===== src/rtl/core/trqs_pkg.sv =====
// Shared types and constants for the thread ready queue scheduler.
// Used by the channel interfaces, the ready ring and the top level.
// No dependencies.
`timescale 1ns / 1ps
`default_nettype none

package trqs_pkg;

  localparam int MAX_THREADS = 64;
  localparam int TID_W       = 6;
  localparam int CMD_W       = 3;
  localparam int TGT_W       = 8;
  localparam int STATUS_W    = 3;
  localparam int PTR_W       = (MAX_THREADS > 2) ? $clog2(MAX_THREADS) : 1;

  typedef logic [TID_W-1:0] tid_t;
  typedef logic [PTR_W-1:0] ptr_t;

  typedef enum logic [CMD_W-1:0] {
    CMD_CREATE   = 3'd0,
    CMD_EXIT     = 3'd1,
    CMD_KILL     = 3'd2,
    CMD_YIELD    = 3'd3,
    CMD_YIELD_TO = 3'd4
  } cmd_t;

  typedef enum logic [STATUS_W-1:0] {
    ST_OK          = 3'd0,
    ST_TID_INVALID = 3'd1,
    ST_THREAD_BAD  = 3'd2,
    ST_NO_THREAD   = 3'd3,
    ST_LAST_EXIT   = 3'd4
  } status_t;

  // Operations on the ready ring
  typedef enum logic [2:0] {
    RING_NOP,
    RING_PUSH,
    RING_POP,
    RING_ROTATE,
    RING_REMOVE
  } ring_op_t;

  typedef struct packed {
    ring_op_t op;
    tid_t     tid;       // pushed id, or id to remove
    tid_t     fill_tid;  // id written into the freed tail slot on remove
    logic     refill;    // remove: refill the tail slot instead of shrinking
  } ring_req_t;

  typedef struct packed {
    logic empty;
    logic done;      // remove walk finished (one-cycle pulse)
    logic found;     // remove hit, valid with done
    tid_t head_tid;  // read data, valid the cycle after a pop or rotate
  } ring_rsp_t;

endpackage

`default_nettype wire


===== src/rtl/core/trqs_if.sv =====
// Valid/ready channel interfaces for scheduler requests and results.
// Depends on trqs_pkg.
`timescale 1ns / 1ps
`default_nettype none

interface trqs_cmd_if import trqs_pkg::*; ();
  logic                    valid;
  logic                    ready;
  logic [CMD_W-1:0]        command;
  logic signed [TGT_W-1:0] target_tid;

  modport source (output valid, output command, output target_tid, input ready);
  modport sink (input valid, input command, input target_tid, output ready);
endinterface

interface trqs_rsp_if import trqs_pkg::*; ();
  logic                valid;
  logic                ready;
  logic [STATUS_W-1:0] status;
  tid_t                result_tid;
  tid_t                running_tid;

  modport source (output valid, output status, output result_tid, output running_tid,
                  input ready);
  modport sink (input valid, input status, input result_tid, input running_tid,
                output ready);
endinterface

`default_nettype wire


===== src/rtl/core/trqs_ring.sv =====
// Ready ring: circular FIFO of thread ids in a one-port-read synchronous memory,
// with push, pop, rotate and an ordered remove that closes the gap.
// Depends on trqs_pkg.
`timescale 1ns / 1ps
`default_nettype none

module trqs_ring import trqs_pkg::*; (
  input  logic      clk,
  input  logic      rst_n,
  input  ring_req_t req,
  output ring_rsp_t rsp
);

  tid_t mem [MAX_THREADS];
  tid_t rd_data_r;

  ptr_t head_r, head_nxt;
  ptr_t tail_r, tail_nxt;
  logic scan_r, scan_nxt;
  logic pend_r, pend_nxt;
  logic found_r, found_nxt;
  logic done_r, done_nxt;
  ptr_t issue_r, issue_nxt;
  ptr_t pend_addr_r, pend_addr_nxt;
  tid_t tgt_r, tgt_nxt;
  tid_t fill_r, fill_nxt;
  logic refill_r, refill_nxt;

  logic rd_en;
  ptr_t rd_addr;
  logic wr_en;
  ptr_t wr_addr;
  tid_t wr_data;

  function automatic ptr_t ptr_inc(input ptr_t p);
    return (p == PTR_W'(MAX_THREADS - 1)) ? '0 : p + 1'b1;
  endfunction

  function automatic ptr_t ptr_dec(input ptr_t p);
    return (p == '0) ? PTR_W'(MAX_THREADS - 1) : p - 1'b1;
  endfunction

  always_comb begin
    head_nxt      = head_r;
    tail_nxt      = tail_r;
    scan_nxt      = scan_r;
    pend_nxt      = pend_r;
    found_nxt     = found_r;
    done_nxt      = 1'b0;
    issue_nxt     = issue_r;
    pend_addr_nxt = pend_addr_r;
    tgt_nxt       = tgt_r;
    fill_nxt      = fill_r;
    refill_nxt    = refill_r;
    rd_en         = 1'b0;
    rd_addr       = head_r;
    wr_en         = 1'b0;
    wr_addr       = tail_r;
    wr_data       = req.tid;

    if (scan_r) begin
      // Check the returned slot; after a hit, move each later entry forward
      if (pend_r) begin
        if (found_r) begin
          wr_en   = 1'b1;
          wr_addr = ptr_dec(pend_addr_r);
          wr_data = rd_data_r;
        end
        if (rd_data_r == tgt_r) begin
          found_nxt = 1'b1;
        end
      end
      if (issue_r != tail_r) begin
        rd_en         = 1'b1;
        rd_addr       = issue_r;
        pend_nxt      = 1'b1;
        pend_addr_nxt = issue_r;
        issue_nxt     = ptr_inc(issue_r);
      end else begin
        pend_nxt = 1'b0;
        if (!pend_r) begin
          scan_nxt = 1'b0;
          done_nxt = 1'b1;
          if (found_r) begin
            if (refill_r) begin
              wr_en   = 1'b1;
              wr_addr = ptr_dec(tail_r);
              wr_data = fill_r;
            end else begin
              tail_nxt = ptr_dec(tail_r);
            end
          end
        end
      end
    end else begin
      case (req.op)
        RING_PUSH: begin
          wr_en    = 1'b1;
          tail_nxt = ptr_inc(tail_r);
        end
        RING_POP: begin
          rd_en    = 1'b1;
          head_nxt = ptr_inc(head_r);
        end
        RING_ROTATE: begin
          rd_en    = 1'b1;
          wr_en    = 1'b1;
          head_nxt = ptr_inc(head_r);
          tail_nxt = ptr_inc(tail_r);
        end
        RING_REMOVE: begin
          scan_nxt   = 1'b1;
          pend_nxt   = 1'b0;
          found_nxt  = 1'b0;
          issue_nxt  = head_r;
          tgt_nxt    = req.tid;
          fill_nxt   = req.fill_tid;
          refill_nxt = req.refill;
        end
        default: ;
      endcase
    end
  end

  always_ff @(posedge clk) begin
    if (wr_en) begin
      mem[wr_addr] <= wr_data;
    end
    if (rd_en) begin
      rd_data_r <= mem[rd_addr];
    end
  end

  always_ff @(posedge clk) begin
    if (!rst_n) begin
      head_r  <= '0;
      tail_r  <= '0;
      scan_r  <= 1'b0;
      pend_r  <= 1'b0;
      found_r <= 1'b0;
      done_r  <= 1'b0;
    end else begin
      head_r  <= head_nxt;
      tail_r  <= tail_nxt;
      scan_r  <= scan_nxt;
      pend_r  <= pend_nxt;
      found_r <= found_nxt;
      done_r  <= done_nxt;
    end
    issue_r     <= issue_nxt;
    pend_addr_r <= pend_addr_nxt;
    tgt_r       <= tgt_nxt;
    fill_r      <= fill_nxt;
    refill_r    <= refill_nxt;
  end

  assign rsp.empty    = (head_r == tail_r);
  assign rsp.done     = done_r;
  assign rsp.found    = found_r;
  assign rsp.head_tid = rd_data_r;

endmodule

`default_nettype wire


===== src/rtl/core/thread_ready_queue_scheduler_top.sv =====
// Thread scheduler top level: request decode, live map, running id and result register.
// Depends on trqs_pkg, trqs_cmd_if / trqs_rsp_if and trqs_ring.
//
//   channel   dir  handshake     payload
//   in_chan   in   valid/ready   command[2:0], target_tid[7:0] signed
//   out_chan  out  valid/ready   status[2:0], result_tid[5:0], running_tid[5:0]
//
// One request is handled at a time. create, a request rejected at decode, a yield_to of
// the running id, an exit or yield with an empty queue and an unknown command go from
// decode straight to the result state; exit and yield with a queued thread pass a pop
// state first (one ring memory read for the head). A kill or yield_to past the checks
// walks the ring from head to tail in a scan state, one memory read per cycle.
// The result register frees the input side: a new request
// is taken while the last result still waits on out_chan.ready.
// Reset (rst_n low at a rising edge) leaves thread 0 running and live, queue empty.
`timescale 1ns / 1ps
`default_nettype none

module thread_ready_queue_scheduler_top import trqs_pkg::*; (
  input logic   clk,
  input logic   rst_n,
  trqs_cmd_if.sink   in_chan,
  trqs_rsp_if.source out_chan
);

  typedef enum logic [2:0] {
    S_IDLE,
    S_EXEC,
    S_POP,
    S_SCAN,
    S_RESP
  } state_t;

  typedef struct packed {
    logic found;
    tid_t tid;
  } free_id_t;

  state_t                  state_r, state_nxt;
  logic [CMD_W-1:0]        cmd_r, cmd_nxt;
  logic signed [TGT_W-1:0] tgt_r, tgt_nxt;
  tid_t                    cur_r, cur_nxt;
  logic [MAX_THREADS-1:0]  live_r, live_nxt;
  status_t                 status_r, status_nxt;
  tid_t                    res_r, res_nxt;
  logic                    out_valid_r, out_valid_nxt;
  status_t                 out_status_r, out_status_nxt;
  tid_t                    out_res_r, out_res_nxt;
  tid_t                    out_run_r, out_run_nxt;

  ring_req_t ring_req;
  ring_rsp_t ring_rsp;

  free_id_t free_id;
  logic     tgt_in_range;
  logic     tgt_is_cur;
  tid_t     tgt_tid;

  // Lowest id with a clear live bit
  function automatic free_id_t find_free(input logic [MAX_THREADS-1:0] live);
    free_id_t r;
    r.found = 1'b0;
    r.tid   = '0;
    for (int i = MAX_THREADS - 1; i >= 0; i--) begin
      if (!live[i]) begin
        r.found = 1'b1;
        r.tid   = TID_W'(i);
      end
    end
    return r;
  endfunction

  trqs_ring u_ring (
    .clk   (clk),
    .rst_n (rst_n),
    .req   (ring_req),
    .rsp   (ring_rsp)
  );

  assign free_id      = find_free(live_r);
  assign tgt_in_range = !tgt_r[TGT_W-1] && ($unsigned(tgt_r) < TGT_W'(MAX_THREADS));
  assign tgt_is_cur   = ($unsigned(tgt_r) == TGT_W'(cur_r));
  assign tgt_tid      = tgt_r[TID_W-1:0];

  assign in_chan.ready = (state_r == S_IDLE);

  always_comb begin
    state_nxt      = state_r;
    cmd_nxt        = cmd_r;
    tgt_nxt        = tgt_r;
    cur_nxt        = cur_r;
    live_nxt       = live_r;
    status_nxt     = status_r;
    res_nxt        = res_r;
    out_valid_nxt  = out_valid_r;
    out_status_nxt = out_status_r;
    out_res_nxt    = out_res_r;
    out_run_nxt    = out_run_r;
    ring_req       = '{op: RING_NOP, tid: cur_r, fill_tid: cur_r, refill: 1'b0};

    // Drop the result once the sink takes it
    if (out_valid_r && out_chan.ready) begin
      out_valid_nxt = 1'b0;
    end

    case (state_r)
      S_IDLE: begin
        if (in_chan.valid) begin
          cmd_nxt   = in_chan.command;
          tgt_nxt   = in_chan.target_tid;
          state_nxt = S_EXEC;
        end
      end

      S_EXEC: begin
        status_nxt = ST_OK;
        res_nxt    = cur_r;
        state_nxt  = S_RESP;
        case (cmd_r)
          CMD_CREATE: begin
            if (!free_id.found) begin
              status_nxt = ST_NO_THREAD;
            end else begin
              live_nxt[free_id.tid[PTR_W-1:0]] = 1'b1;
              ring_req.op  = RING_PUSH;
              ring_req.tid = free_id.tid;
              res_nxt      = free_id.tid;
            end
          end
          CMD_EXIT: begin
            if (ring_rsp.empty) begin
              status_nxt = ST_LAST_EXIT;
            end else begin
              ring_req.op = RING_POP;
              state_nxt   = S_POP;
            end
          end
          CMD_KILL: begin
            if (tgt_is_cur) begin
              status_nxt = ST_THREAD_BAD;
            end else if (!tgt_in_range) begin
              status_nxt = ST_TID_INVALID;
            end else if (!live_r[tgt_tid[PTR_W-1:0]]) begin
              status_nxt = ST_NO_THREAD;
            end else begin
              ring_req.op  = RING_REMOVE;
              ring_req.tid = tgt_tid;
              state_nxt    = S_SCAN;
            end
          end
          CMD_YIELD: begin
            // Requeue the running id and take the head in one ring access
            if (!ring_rsp.empty) begin
              ring_req.op  = RING_ROTATE;
              ring_req.tid = cur_r;
              state_nxt    = S_POP;
            end
          end
          CMD_YIELD_TO: begin
            if (tgt_is_cur) begin
              status_nxt = ST_OK;
            end else if (!tgt_in_range) begin
              status_nxt = ST_TID_INVALID;
            end else begin
              // On a hit the ring puts the running id in the freed tail slot
              ring_req.op       = RING_REMOVE;
              ring_req.tid      = tgt_tid;
              ring_req.fill_tid = cur_r;
              ring_req.refill   = 1'b1;
              state_nxt         = S_SCAN;
            end
          end
          default: ;
        endcase
      end

      S_POP: begin
        // Head id is back from the ring memory
        if (cmd_r == CMD_EXIT) begin
          live_nxt[cur_r[PTR_W-1:0]] = 1'b0;
        end
        cur_nxt   = ring_rsp.head_tid;
        res_nxt   = ring_rsp.head_tid;
        state_nxt = S_RESP;
      end

      S_SCAN: begin
        // Hold until the ring finishes its walk
        if (ring_rsp.done) begin
          state_nxt = S_RESP;
          if (ring_rsp.found) begin
            res_nxt = tgt_tid;
            if (cmd_r == CMD_KILL) begin
              live_nxt[tgt_tid[PTR_W-1:0]] = 1'b0;
            end else begin
              cur_nxt = tgt_tid;
            end
          end else if (cmd_r == CMD_KILL) begin
            status_nxt = ST_NO_THREAD;
          end else begin
            status_nxt = ST_THREAD_BAD;
          end
        end
      end

      S_RESP: begin
        // Load the result register as soon as it is free
        if (!out_valid_r || out_chan.ready) begin
          out_valid_nxt  = 1'b1;
          out_status_nxt = status_r;
          out_res_nxt    = res_r;
          out_run_nxt    = cur_r;
          state_nxt      = S_IDLE;
        end
      end

      default: state_nxt = S_IDLE;
    endcase
  end

  always_ff @(posedge clk) begin
    if (!rst_n) begin
      state_r     <= S_IDLE;
      cur_r       <= '0;
      live_r      <= MAX_THREADS'(1);
      out_valid_r <= 1'b0;
    end else begin
      state_r     <= state_nxt;
      cur_r       <= cur_nxt;
      live_r      <= live_nxt;
      out_valid_r <= out_valid_nxt;
    end
    cmd_r        <= cmd_nxt;
    tgt_r        <= tgt_nxt;
    status_r     <= status_nxt;
    res_r        <= res_nxt;
    out_status_r <= out_status_nxt;
    out_res_r    <= out_res_nxt;
    out_run_r    <= out_run_nxt;
  end

  assign out_chan.valid       = out_valid_r;
  assign out_chan.status      = out_status_r;
  assign out_chan.result_tid  = out_res_r;
  assign out_chan.running_tid = out_run_r;

endmodule

`default_nettype wire


===== src/flat_wrapper.sv =====
// flat-port wrapper written by rule: the top's interface ports become plain ports
module thread_ready_queue_scheduler_top_flat import trqs_pkg::*;
  (clk, rst_n, in_chan_valid, in_chan_command, in_chan_target_tid, in_chan_ready, out_chan_valid, out_chan_status, out_chan_result_tid, out_chan_running_tid, out_chan_ready);
  trqs_cmd_if in_chan_i ();
  trqs_rsp_if out_chan_i ();
  input logic clk;
  input logic rst_n;
  input wire logic [$bits(in_chan_i.valid)-1:0] in_chan_valid;
  input wire logic [$bits(in_chan_i.command)-1:0] in_chan_command;
  input wire logic [$bits(in_chan_i.target_tid)-1:0] in_chan_target_tid;
  output wire logic [$bits(in_chan_i.ready)-1:0] in_chan_ready;
  output wire logic [$bits(out_chan_i.valid)-1:0] out_chan_valid;
  output wire logic [$bits(out_chan_i.status)-1:0] out_chan_status;
  output wire logic [$bits(out_chan_i.result_tid)-1:0] out_chan_result_tid;
  output wire logic [$bits(out_chan_i.running_tid)-1:0] out_chan_running_tid;
  input wire logic [$bits(out_chan_i.ready)-1:0] out_chan_ready;
  assign in_chan_i.valid = in_chan_valid;
  assign in_chan_i.command = in_chan_command;
  assign in_chan_i.target_tid = in_chan_target_tid;
  assign in_chan_ready = in_chan_i.ready;
  assign out_chan_valid = out_chan_i.valid;
  assign out_chan_status = out_chan_i.status;
  assign out_chan_result_tid = out_chan_i.result_tid;
  assign out_chan_running_tid = out_chan_i.running_tid;
  assign out_chan_i.ready = out_chan_ready;
  thread_ready_queue_scheduler_top u_core (.clk(clk), .rst_n(rst_n), .in_chan(in_chan_i), .out_chan(out_chan_i));
endmodule

===== config.mk =====
export PLATFORM = sky130hd
export DESIGN_NAME = thread_ready_queue_scheduler_top_flat
export DESIGN_NICKNAME = d
export VERILOG_FILES = /design/src/rtl/core/trqs_pkg.sv /design/src/rtl/core/trqs_if.sv /design/src/rtl/core/trqs_ring.sv /design/src/rtl/core/thread_ready_queue_scheduler_top.sv /design/src/flat_wrapper.sv
export SDC_FILE = /design/constraint.sdc
export NUM_CORES = 1
export LEC_CHECK = 0
export ABC_AREA = 1
export BUFFER_PORTS_ARGS = -buffer_cell sky130_fd_sc_hd__buf_2
export CORE_MARGIN = 2
export CORE_UTILIZATION = 30
export DETAILED_ROUTE_END_ITERATION = 8
export GPL_TIMING_DRIVEN = 0
export PLACE_DENSITY_LB_ADDON = 0.1
export SKIP_CTS_REPAIR_TIMING = 1
export SYNTH_ARGS = -nofsm -noshare
export SYNTH_HDL_FRONTEND = slang
export SYNTH_SLANG_ARGS = --single-unit

===== constraint.sdc =====
create_clock -name clk -period 5.91 [get_ports clk]
set_input_delay 0.591 -clock clk [delete_from_list [all_inputs] [get_ports clk]]
set_output_delay 0.591 -clock clk [all_outputs]
set_load 0.01 [all_outputs]

# Word-level counts from Yosys, hierarchy flattened
# Memories as Yosys holds them, arrays and structs flattened. A register that Yosys moved wholly into a read port is not among the register bits.
# Cells that the tools add are included.
[totals] romBits=0 memories=1 inputBits=15 register_bits=150 out_inout_bits=17 latch_bits=0 elab_cells=294 ram_bits=384
[op_classes] add_sub_neg=5 muxes=179 mul=0 n_reduce_logical=35 n_eq_ne=36 n_bitwise=9 n_shift=0 order_cmp=7 div=0
[mem_list] memory="u_core.u_ring.mem" depth=64 width=6 read_ports=1 rd_clocked_by_memory_dff=1 write_ports=1 line_no="trqs_ring.sv:14" rtl="tid_t mem [MAX_THREADS];"
[op_table] op="$mux 7" n=66
[op_table] op="$mux 64" n=6
[op_table] op="$mux 6" n=37
[op_table] op="$pmux 64 s3" n=1
[op_table] op="$and 64x64->64" n=2
[op_table] op="$not 64->64" n=2
[op_table] op="$or 64x64->64" n=1
[op_table] op="$mux 16" n=3
[op_table] op="$mux 3" n=15
[op_table] op="$mux 1" n=32
[op_table] op="$pmux 3 s5" n=2
[op_table] op="$mux 9" n=3
[op_table] op="$pmux 6 s4" n=1
[op_table] op="$lt 6x7->1 const B" n=3
[op_table] op="$add 6x1->6 const B" n=3
[op_table] op="$demux 1 s6" n=3
[op_table] op="$eq 3x2->1 const B" n=6
[op_table] op="$eq 6x6->1 const B" n=3
[op_table] op="$ge 6x1->1 const B" n=3
[op_table] op="$ne 2x1->1 const B" n=9
[op_table] op="$pmux 6 s3" n=1
[op_table] op="$ne 2x2->1 const B" n=8
[op_table] op="$eq 6x6->1" n=2
[op_table] op="$logic_not 6->1" n=2
[op_table] op="27 further kinds" n=57

# Logic depth before layout (Yosys ltp)
# Gate-level depths: netlist of run 1.
[logic_depth] depth_word=74 mapped_depth=69 ltp_nobuf=69

# By module
# A second synthesis of run 1 with hierarchy kept.
[hier_totals] cells_unflattened=3134 area_unflattened_um2=27161.0
[modules_own_cells] mod="trqs_ring" seq_area_each_um2=12782.3 cells_each=2063 n_inst=1 area_each_um2=20007.9
[modules_own_cells] mod="thread_ready_queue_scheduler_top" seq_area_each_um2=2532.4 cells_each=1071 n_inst=1 area_each_um2=7153.1

# Least setup slack after synthesis of run 1
# No wires, ideal clock.
[synth_path] kind="reg2reg" startpoint="reg u_core.live_r[63]" endpoint="mem u_core.u_ring.mem[0][0] (netlist name), data pin" t_required_ns=5.567 arrival_time_ns=4.155 setup_time_ns=0.343 path_stages_with_launch=70 n_path_buf=0 slack_ns=1.413 path_cell_list="dfxtp_1 inv_2 nand2_1 nand2_1 nand2_1 nand2_1 nand2_1 nand2_1 nand2_1 nand2_1 nand2_1 nand2_1 nand2_1 nand2_1 nand2_1 nand2_1 nand2_1 nand2_1 [... 34 more ...] nand2_1 nand2_1 nand2_1 nand2_1 nand2_1 nand2_1 nand2_1 nand2_1 nand2_1 nand2_1 nand2_1 nand2_4 nand3_1 nand2_1 nand2_1 nand3_1 nand2_1 inv_1"
[synth_via] elab_chain_len=74 elab_cells_between_ends=79 classes_between="mux: 79"
[synth_rtl] element="from (decl)" line_no="thread_ready_queue_scheduler_top.sv:43" rtl="logic [MAX_THREADS-1:0] live_r, live_nxt;"
[synth_rtl] element="from (signal assigned)" line_no="thread_ready_queue_scheduler_top.sv:230" rtl="live_r <= live_nxt;"
[synth_rtl] element="$mux 7 (64 in a row)" line_no="thread_ready_queue_scheduler_top.sv:65" rtl="if (!live[i]) begin"
[synth_rtl] element="$mux 7" line_no="thread_ready_queue_scheduler_top.sv:121" rtl="if (!free_id.found) begin"
[synth_rtl] element="$pmux 6 s4 *" line_no="thread_ready_queue_scheduler_top.sv:119" rtl="case (cmd_r)"
[synth_rtl] element="$mux 16 *" line_no="thread_ready_queue_scheduler_top.sv:106" rtl="case (state_r)"
[synth_rtl] element="$mux 6" line_no="trqs_ring.sv:64" rtl="if (found_r) begin"
[synth_rtl] element="$mux 6" line_no="trqs_ring.sv:63" rtl="if (pend_r) begin"
[synth_rtl] element="$mux 6" line_no="trqs_ring.sv:85" rtl="if (refill_r) begin"
[synth_rtl] element="$mux 6" line_no="trqs_ring.sv:84" rtl="if (found_r) begin"
[synth_rtl] element="$mux 6" line_no="trqs_ring.sv:81" rtl="if (!pend_r) begin"
[synth_rtl] element="$mux 6" line_no="trqs_ring.sv:73" rtl="if (issue_r != tail_r) begin"
[synth_rtl] element="$mux 6 *" line_no="trqs_ring.sv:61" rtl="if (scan_r) begin"
[synth_rtl] element="via u_core.u_ring.wr_data[0]" line_no="trqs_ring.sv:33" rtl="tid_t wr_data;"
[synth_rtl] element="to (decl)" line_no="trqs_ring.sv:14"
# Mark *: on every way through the listed nets, which the timed path passes. The rest lies on a longest branch. The select of a mux whose other input is x is not followed.

# Worst setup path after layout of run 1
[layout_path] startpoint="reg u_core.state_r[1]" endpoint="reg u_core.live_r[62]"
[layout_via] elab_chain_len=3 elab_cells_between_ends=12 classes_between="eq/ne: 9; mux: 1; reduce/logical: 2"
[layout_rtl] element="from (decl)" line_no="thread_ready_queue_scheduler_top.sv:39" rtl="state_t state_r, state_nxt;"
[layout_rtl] element="from (signal assigned)" line_no="thread_ready_queue_scheduler_top.sv:228" rtl="state_r <= state_nxt;"
[layout_rtl] element="$eq 3x2->1 / $eq 3x1->1 (equally long branches)" line_no="thread_ready_queue_scheduler_top.sv:106"
[layout_rtl] element="$ne 2x1->1 (no line), or another cell as far along"
[layout_rtl] element="$reduce_and 7->1 (no line)"
# Several ways; a longest one is shown, not always the timed one.
# A chain may end at the register's enable or synchronous reset.

==> results.sh, run 1 <==
export IMPL_hold_slack_ns=0.1542
export IMPL_worstSetupStartpointType="flip-flop"
export IMPL_drc_errors=0
export IMPL_core_area_mm2=0.08185
export IMPL_crit_path_max_incr_delay_ns=0.67
export IMPL_cts_buffer_depth=3
export IMPL_worstSetupPathType="reg2reg"
export IMPL_seq_power_share_pct=46.1
export IMPL_max_freq_mhz=188.8
export IMPL_yosysUniqueCellTypes=38
export IMPL_slew_headroom_pct=4.802
export IMPL_grt_pass1_wl_mm=142.5
export IMPL_ant_nets=0
export IMPL_portBuffers=31
export IMPL_synth_seq_cells=540
export IMPL_clock_power_share_pct=43.2
export IMPL_hold_class="in2reg"
export IMPL_grt_max_degree=52
export IMPL_fin_crit_sh_pct=89.63
export IMPL_syn_area_mm2=0.02476
export IMPL_power_density_mw_per_mm2=324.0
export IMPL_outcome="finished clean"
export IMPL_cts_sinks=540
export IMPL_place_gp_congestion=0.9310
export IMPL_grt_antenna_before_repair=0
export IMPL_drv_cap=0
export IMPL_final_layout_size_suffix_gt1_share_pct=5.819
export IMPL_finalPower_uw=9242
export IMPL_synth_edff_count=450
export IMPL_finalSetupViolations=0
export IMPL_p_sw_share_pct=27.47
export IMPL_crit_top_cell="inv_1"
export IMPL_timing_final_ws_setup_ns=0.6126
export IMPL_track_usage_pct=23.18
export IMPL_grt_overflow=0
export IMPL_slew_viol_final=0
export IMPL_fillerInstances=8304
export IMPL_dp_hpwl_mm=68.68
export IMPL_yosysWarnings=0
export IMPL_crit_chain="inv_1, nor2_1, clkinv_1, nor2_1, inv_1, clkbuf_1, or2_2, inv_1, a211oi_1, nand2_1, nor2_1, inv_1, clkbuf_1, clkbuf_1, o21ai_0, a21oi_1"
export IMPL_regMostFlops="u_core.u_ring.mem"
export IMPL_synth_fp_nets=2561
export IMPL_cp_slowest_cell="nor2_1"
export IMPL_synth_main_ff_cell="edfxtp_1"
export IMPL_synth_area_per_cell_um2=9.750
export IMPL_worstPathMaxFanout=11
export IMPL_finalWirelength_mm=99.87
export IMPL_die_w_um=291.3
export IMPL_seq_area_frac_synth_pct=61.86
export IMPL_ys_async_sr_fraction_pct=0
export IMPL_largestRegisters="u_core.u_ring.mem: 384 flops, u_core.live_r: 64 flops, u_core.tgt_r: 8 flops"
export IMPL_period_needed_ns=5.297
export IMPL_cts_tree="built"
export IMPL_wl_per_cell_um=26.49
export IMPL_leakage_uw=0.009380
export IMPL_htreeDepth=3
export IMPL_p_switching_uw=2539
export IMPL_die_area_mm2=0.08484
export IMPL_cp_arrival_ns=5.84
export IMPL_largest_reg_flops=384
export IMPL_intPower_uw=6703
export IMPL_drt_iter0_drc=2334
export IMPL_layout_common_cells="nor2_1, edfxtp_1, nand2_1"
export IMPL_num_vias=20580
export IMPL_crit_path_end_kind="flip-flop"
export IMPL_clk_pin_slew_ns=0.06
export IMPL_cts_buffers=66
export IMPL_peakVddDrop_mv=0.1789
export IMPL_via_per_inst=5.460
export IMPL_start_util_pct=30.25
export IMPL_tns_ns=0
export IMPL_skew_ns=0.04637
export IMPL_nNetsFinal=2669
export IMPL_pwr_share_comb_pct=10.6
export IMPL_syn_inst=2539
export IMPL_post_place_ws_ns=0.6407
export IMPL_fp_row_count=105
export IMPL_crit_buf_inv=8
export IMPL_drt_first_pass_iters=6
export IMPL_grt_pass1_vias=19870
export IMPL_place_area_mm2=0.02641
export IMPL_design_area_mm2=0.02852
export IMPL_crit_required_ns=6.45
export IMPL_hold_viol=0
export IMPL_area_delta_synth_final_pct=15.21
export IMPL_final_common_cell="nor2_1"
export IMPL_die_h_um=291.3
export IMPL_rsz0062_at_grt="no"
export IMPL_tightest_slew_ns=1.423
export IMPL_cts_root_buffer="clkbuf_16"
export IMPL_clk_latency_ns=0.63
export IMPL_critical_path_top_delay_family="buffers and inverters"
export IMPL_num_io_pins=32
[per-stage QoR]
step	utilization, %	cells
final	34.85	3770
after global routing	34.84	3768
after global placement	32.07	3640
after floorplan	-	2539
after detailed placement	32.26	3649
after CTS	34.84	3768
[cells by family after synthesis]
kind of cell | count (synthesis) | share of synthesized area [%]
compound gates | 687 | 16.54
xor+xnor | 17 | 0.6015
fa+ha+maj | 7 | 0.3538
buf+inv | 305 | 4.624
flops | 540 | 61.86
simple gates | 983 | 16.02
[cell usage after synthesis (2+ instances only)]
library cell / instances / area (um^2)
ha_1: 7 / 87.58
buf_1: 5 / 18.77
a22oi_1: 11 / 82.58
nand2_2: 4 / 25.02
o21ai_0: 334 / 1672
o31ai_1: 3 / 22.52
a221oi_1: 40 / 350.3
o21ai_1: 4 / 20.02
o211ai_1: 56 / 420.4
nand4_1: 20 / 125.1
clkbuf_1: 111 / 416.7
xor2_1: 8 / 70.07
xnor2_1: 9 / 78.83
nor4_1: 6 / 37.54
o221ai_1: 50 / 437.9
o2111ai_1: 5 / 43.79
dfxtp_1: 90 / 1802
edfxtp_1: 450 / 13510
a22o_1: 2 / 17.52
nand2_4: 2 / 22.52
clkinv_1: 6 / 22.52
o22ai_1: 68 / 425.4
nand3_1: 83 / 415.4
a21oi_1: 100 / 500.5
or2_2: 2 / 12.51
nor3_1: 34 / 170.2
inv_1: 181 / 679.4
inv_2: 2 / 7.510
a31oi_1: 6 / 37.54
nor2_4: 4 / 45.04
a211oi_1: 4 / 30.03
nand2_1: 339 / 1272
nor2_1: 488 / 1832
[cell type report]
class / instances / area, um^2 / area share, %
inverters: 189 / 711.9 / 2.496
repair buffers: 40 / 297.8 / 1.044
plain buffers: 116 / 435.4 / 1.527
clock inverters: 41 / 391.6 / 1.373
clock buffers: 78 / 1718 / 6.023
flip-flops and latches: 540 / 15310 / 53.69
well taps: 1070 / 1339 / 4.694
diodes: 2 / 5.005 / 0.01755
multi-input cells: 1694 / 8309 / 29.13
[final timing paths]
kind	slack [ns]	startpoint	to	depth (start not counted)
worst min register to register	0.42	u_core.res_r[1]	u_core.out_chan.result_tid[1]	0
worst max-delay path	0.61	u_core.state_r[1]	u_core.live_r[62]	16
worst max register to register	0.61	u_core.state_r[1]	u_core.live_r[62]	16
worst min-delay path	0.15	in_chan_command[2]	u_core.cmd_r[2]	1
[routing by layer]
| metal | track usage, % | wire (um) | vias to the layer above | part of all wire (%) |
|---|---|---|---|---|
| met5 | 0 | 0 | - | 0 |
| met2 | 37.11 | 45710 | 987 | 46 |
| li1 | - | - | 9316 | - |
| met3 | 4.077 | 7756 | 180 | 7.8 |
| met1 | 31.23 | 42780 | 10100 | 43 |
| met4 | 8.973 | 3623 | 0 | 3.6 |
[power groups by stage]
stage	Clock (uW)	Sequential, uW	Combinational [uW]
after global routing	4230	4270	1050
after detailed placement	0	4340	964
after global placement	0	4350	947
after CTS	4070	4260	967
final	3990	4260	983
after floorplan	0	4330	523
[worst reg2reg max path, cell delays in order, from the launching register on]
cell,delay (ns)
dfxtp_1,0.34
inv_1,0.04
nor2_1,0.19
clkinv_1,0.37
nor2_1,0.67
inv_1,0.14
clkbuf_1,0.28
or2_2,0.34
inv_1,0.12
a211oi_1,0.07
nand2_1,0.52
nor2_1,0.41
inv_1,0.15
clkbuf_1,0.58
clkbuf_1,0.64
o21ai_0,0.20
a21oi_1,0.16
Power figures use the tool's default switching activity.
==> run 2: changes to the inputs <==
ABC_AREA = not set   (was 1)
==> run 2 against run 1 <==
  * The run now ends with negative setup slack left
  * Hold slack got worse by 0.031 ns
  * Total power fell by 4.9%
  * Synthesized cell count rose by 14%
  * Via count rose by 35%
  * First-iteration DRC count rose by 52%
  * Non-clock buffer count rose by 148
  * Area after synthesis rose by 26%
  * Final cell count rose by 18%
  * Die area rose by 26%
  * Largest cell class unchanged
  * Largest power group is now clock
==> results.sh, run 2 <==
export IMPL_core_area_mm2=0.1035
export IMPL_design_area_mm2=0.03581
export IMPL_hold_class="in2reg"
export IMPL_portBuffers=31
export IMPL_seq_area_frac_synth_pct=48.99
export IMPL_cts_buffers=70
export IMPL_nNetsFinal=3034
export IMPL_final_common_cell="edfxtp_1"
export IMPL_regMostFlops="u_core.u_ring.mem"
export IMPL_timing_final_ws_setup_ns=-0.009011
export IMPL_die_h_um=326.8
export IMPL_timing_rr_start="u_core.u_ring.scan_r"
export IMPL_synth_area_leaders="edfxtp_1, mux2_2, mux2i_1"
export IMPL_dp_hpwl_mm=97.32
export IMPL_drv_cap=0
export IMPL_n_antenna_cell=0
export IMPL_htreeDepth=3
export IMPL_finalWirelength_mm=136.8
export IMPL_grt_overflow=0
export IMPL_die_area_mm2=0.1068
export IMPL_num_vias=27780
export IMPL_largestRegisters="u_core.u_ring.mem: 384 flops, u_core.live_r: 64 flops, u_core.tgt_r: 8 flops"
export IMPL_yosysMostFrequentCell="edfxtp_1"
export IMPL_layout_common_cells="edfxtp_1, o22ai_1, nand2_1"
export IMPL_drt_iter0_drc=3542
export IMPL_die_w_um=326.8
export IMPL_cts_buffer_depth=3
export IMPL_violations="negative setup slack"
export IMPL_outcome="complete, but fails checks"
export IMPL_r2r_end="u_core.u_ring.rd_data_r[1]"
export IMPL_peakVddDrop_mv=0.1850
export IMPL_synth_top_cell_by_area="edfxtp_1"
export IMPL_ant_nets=0
export IMPL_crit_end="u_core.u_ring.rd_data_r[1]"
export IMPL_slew_headroom_pct=7.824
export IMPL_slew_viol_final=0
export IMPL_place_area_mm2=0.03352
export IMPL_yosysWarnings=0
export IMPL_synth_seq_cells=540
export IMPL_syn_area_mm2=0.03126
export IMPL_track_usage_pct=24.78
export IMPL_synthAdderAreaFrac_pct=0.2802
export IMPL_reg2reg_slack_ns=-0.009
export IMPL_synth_fp_nets=2918
export IMPL_crit_required_ns=6.16
export IMPL_yosysTopAreaCellShare_pct=43.22
export IMPL_fin_cells=4444
export IMPL_fin_crit_sh_pct=100.2
export IMPL_synth_edff_count=450
export IMPL_synth_common_cells="edfxtp_1, o22ai_1, nand2_1"
export IMPL_synthMuxAreaShare_pct=13.87
export IMPL_yosysUniqueCellTypes=97
export IMPL_synth_top_family_by_area="compound AO/OA/AOI/OAI gates"
export IMPL_via_per_inst=6.250
export IMPL_drc_errors=0
export IMPL_ff2ff_path_depth=10
export IMPL_place_inst=4320
export IMPL_clk_pin_slew_ns=0.05
export IMPL_syn_inst=2896
export IMPL_place_gp_congestion=0.9566
export IMPL_final_layout_size_suffix_gt1_share_pct=16.61
export IMPL_power_density_mw_per_mm2=245.5
export IMPL_synth_area_per_cell_um2=10.80
export IMPL_cts_root_buffer="clkbuf_16"
export IMPL_num_io_pins=32
export IMPL_grt_antenna_before_repair=4
export IMPL_wl_per_cell_um=30.78
export IMPL_cts_tree="built"
export IMPL_max_freq_mhz=168.9
export IMPL_largest_reg_flops=384
export IMPL_hold_viol=0
export IMPL_tightest_slew_ns=1.370
export IMPL_skew_ns=0.03414
export IMPL_period_needed_ns=5.919
export IMPL_synth_xor_area_share_pct=1.149
export IMPL_leakage_uw=0.01038
export IMPL_area_delta_synth_final_pct=14.54
export IMPL_worstSetupPathType="reg2reg"
export IMPL_finalSetupViolations=1
export IMPL_cp_arrival_ns=6.17
export IMPL_grt_pass1_wl_mm=193.9
export IMPL_ys_async_sr_fraction_pct=0
export IMPL_start_util_pct=30.21
export IMPL_synth_main_ff_cell="edfxtp_1"
export IMPL_worstPathMaxFanout=10
export IMPL_crit_path_end_kind="flip-flop"
export IMPL_cts_sinks=540
export IMPL_drt_first_pass_iters=6
export IMPL_fp_row_count=118
export IMPL_synthSimpleGateAreaFrac_pct=10.95
export IMPL_synth_compound_area_share_pct=21.01
export IMPL_grt_max_degree=36
export IMPL_grt_pass1_vias=26480
export IMPL_crit_start="u_core.u_ring.scan_r"
export IMPL_clk_latency_ns=0.65
export IMPL_worstSetupStartpointType="flip-flop"
## run 2: cells by family (layout without fill, tap and decap cells)
kind of cell,count (synthesis),after routing
simple gates,714,714
compound gates,907,907
flops,540,540
fa+ha+maj,7,7
mux,401,401
buf+inv,286,454
xor+xnor,41,41
## run 2: worst min path at each step
| stage | from | to | slack [ns] | cells after the start |
|---|---|---|---|---|
| global placement | u_core.res_r[5] | u_core.out_chan.result_tid[5] | 0.41 | 0 |
| finish | in_chan_target_tid[1] | u_core.tgt_r[1] | 0.12 | 1 |
| detailed placement | u_core.res_r[5] | u_core.out_chan.result_tid[5] | 0.41 | 0 |
| global route | in_chan_target_tid[5] | u_core.tgt_r[5] | 0.10 | 1 |
| floorplan | u_core.res_r[0] | u_core.out_chan.result_tid[0] | 0.40 | 0 |
| CTS | in_chan_target_tid[1] | u_core.tgt_r[1] | 0.10 | 1 |
## run 2: final cells by class
type | count | area (um^2)
fill | 10270 | 67690
sequential | 540 | 15310
multi-input combinational | 2070 | 14970
clock buffer | 89 | 1887
tap | 1380 | 1727
buffer | 260 | 1089
timing repair buffer | 44 | 415.4
clock inverter | 35 | 306.5
inverter | 26 | 97.59
## run 2: routing by layer
metal | GRT usage (%) | share of wire (%) | vias to the layer above
met5 | 0 | 0.0095 | -
met4 | 8.875 | 4.0 | 2
met3 | 5.556 | 8.7 | 294
met2 | 38.27 | 44 | 1574
met1 | 33.97 | 43 | 13970
li1 | - | - | 11940
## run 2: power by group
part / total, uW / leakage, uW / switching, uW / internal (uW)
registers: 4130 / 0.00488 / 18.2 / 4110
logic: 471 / 0.00444 / 354 / 118
clock network: 4190 / 0.00106 / 1750 / 2430
total: 8790 / 0.0104 / 2130 / 6660
## run 2: stage by stage
step            TNS [ns]  hold WS (ns)  setup WS (ns)  utilization, %  total power [uW]
3_3_place_gp    -1246.31        0.4084         -4.341           32.02              4659
6_report       -0.009011        0.1235      -0.009011           34.60              8789
4_1_cts           -13.85        0.1006        -0.3239           34.50              8847
3_5_place_dp      -8.846        0.4072        -0.2537           32.38              4665
5_1_grt         -0.03877        0.1035       -0.01039           34.60              9037
2_1_floorplan          0        0.4003          1.011               -              4462
## run 2: critical path: stages, from the launching register on
cell             delay (ns)
dfxtp_1                0.31
clkbuf_1               0.60
clkbuf_1               0.60
clkdlybuf4s15_1        0.75
clkbuf_2               0.64
clkbuf_1               0.73
o21ai_0                0.20
a221oi_1               0.24
o22ai_1                0.22
nor4_1                 0.73
o221ai_1               0.49
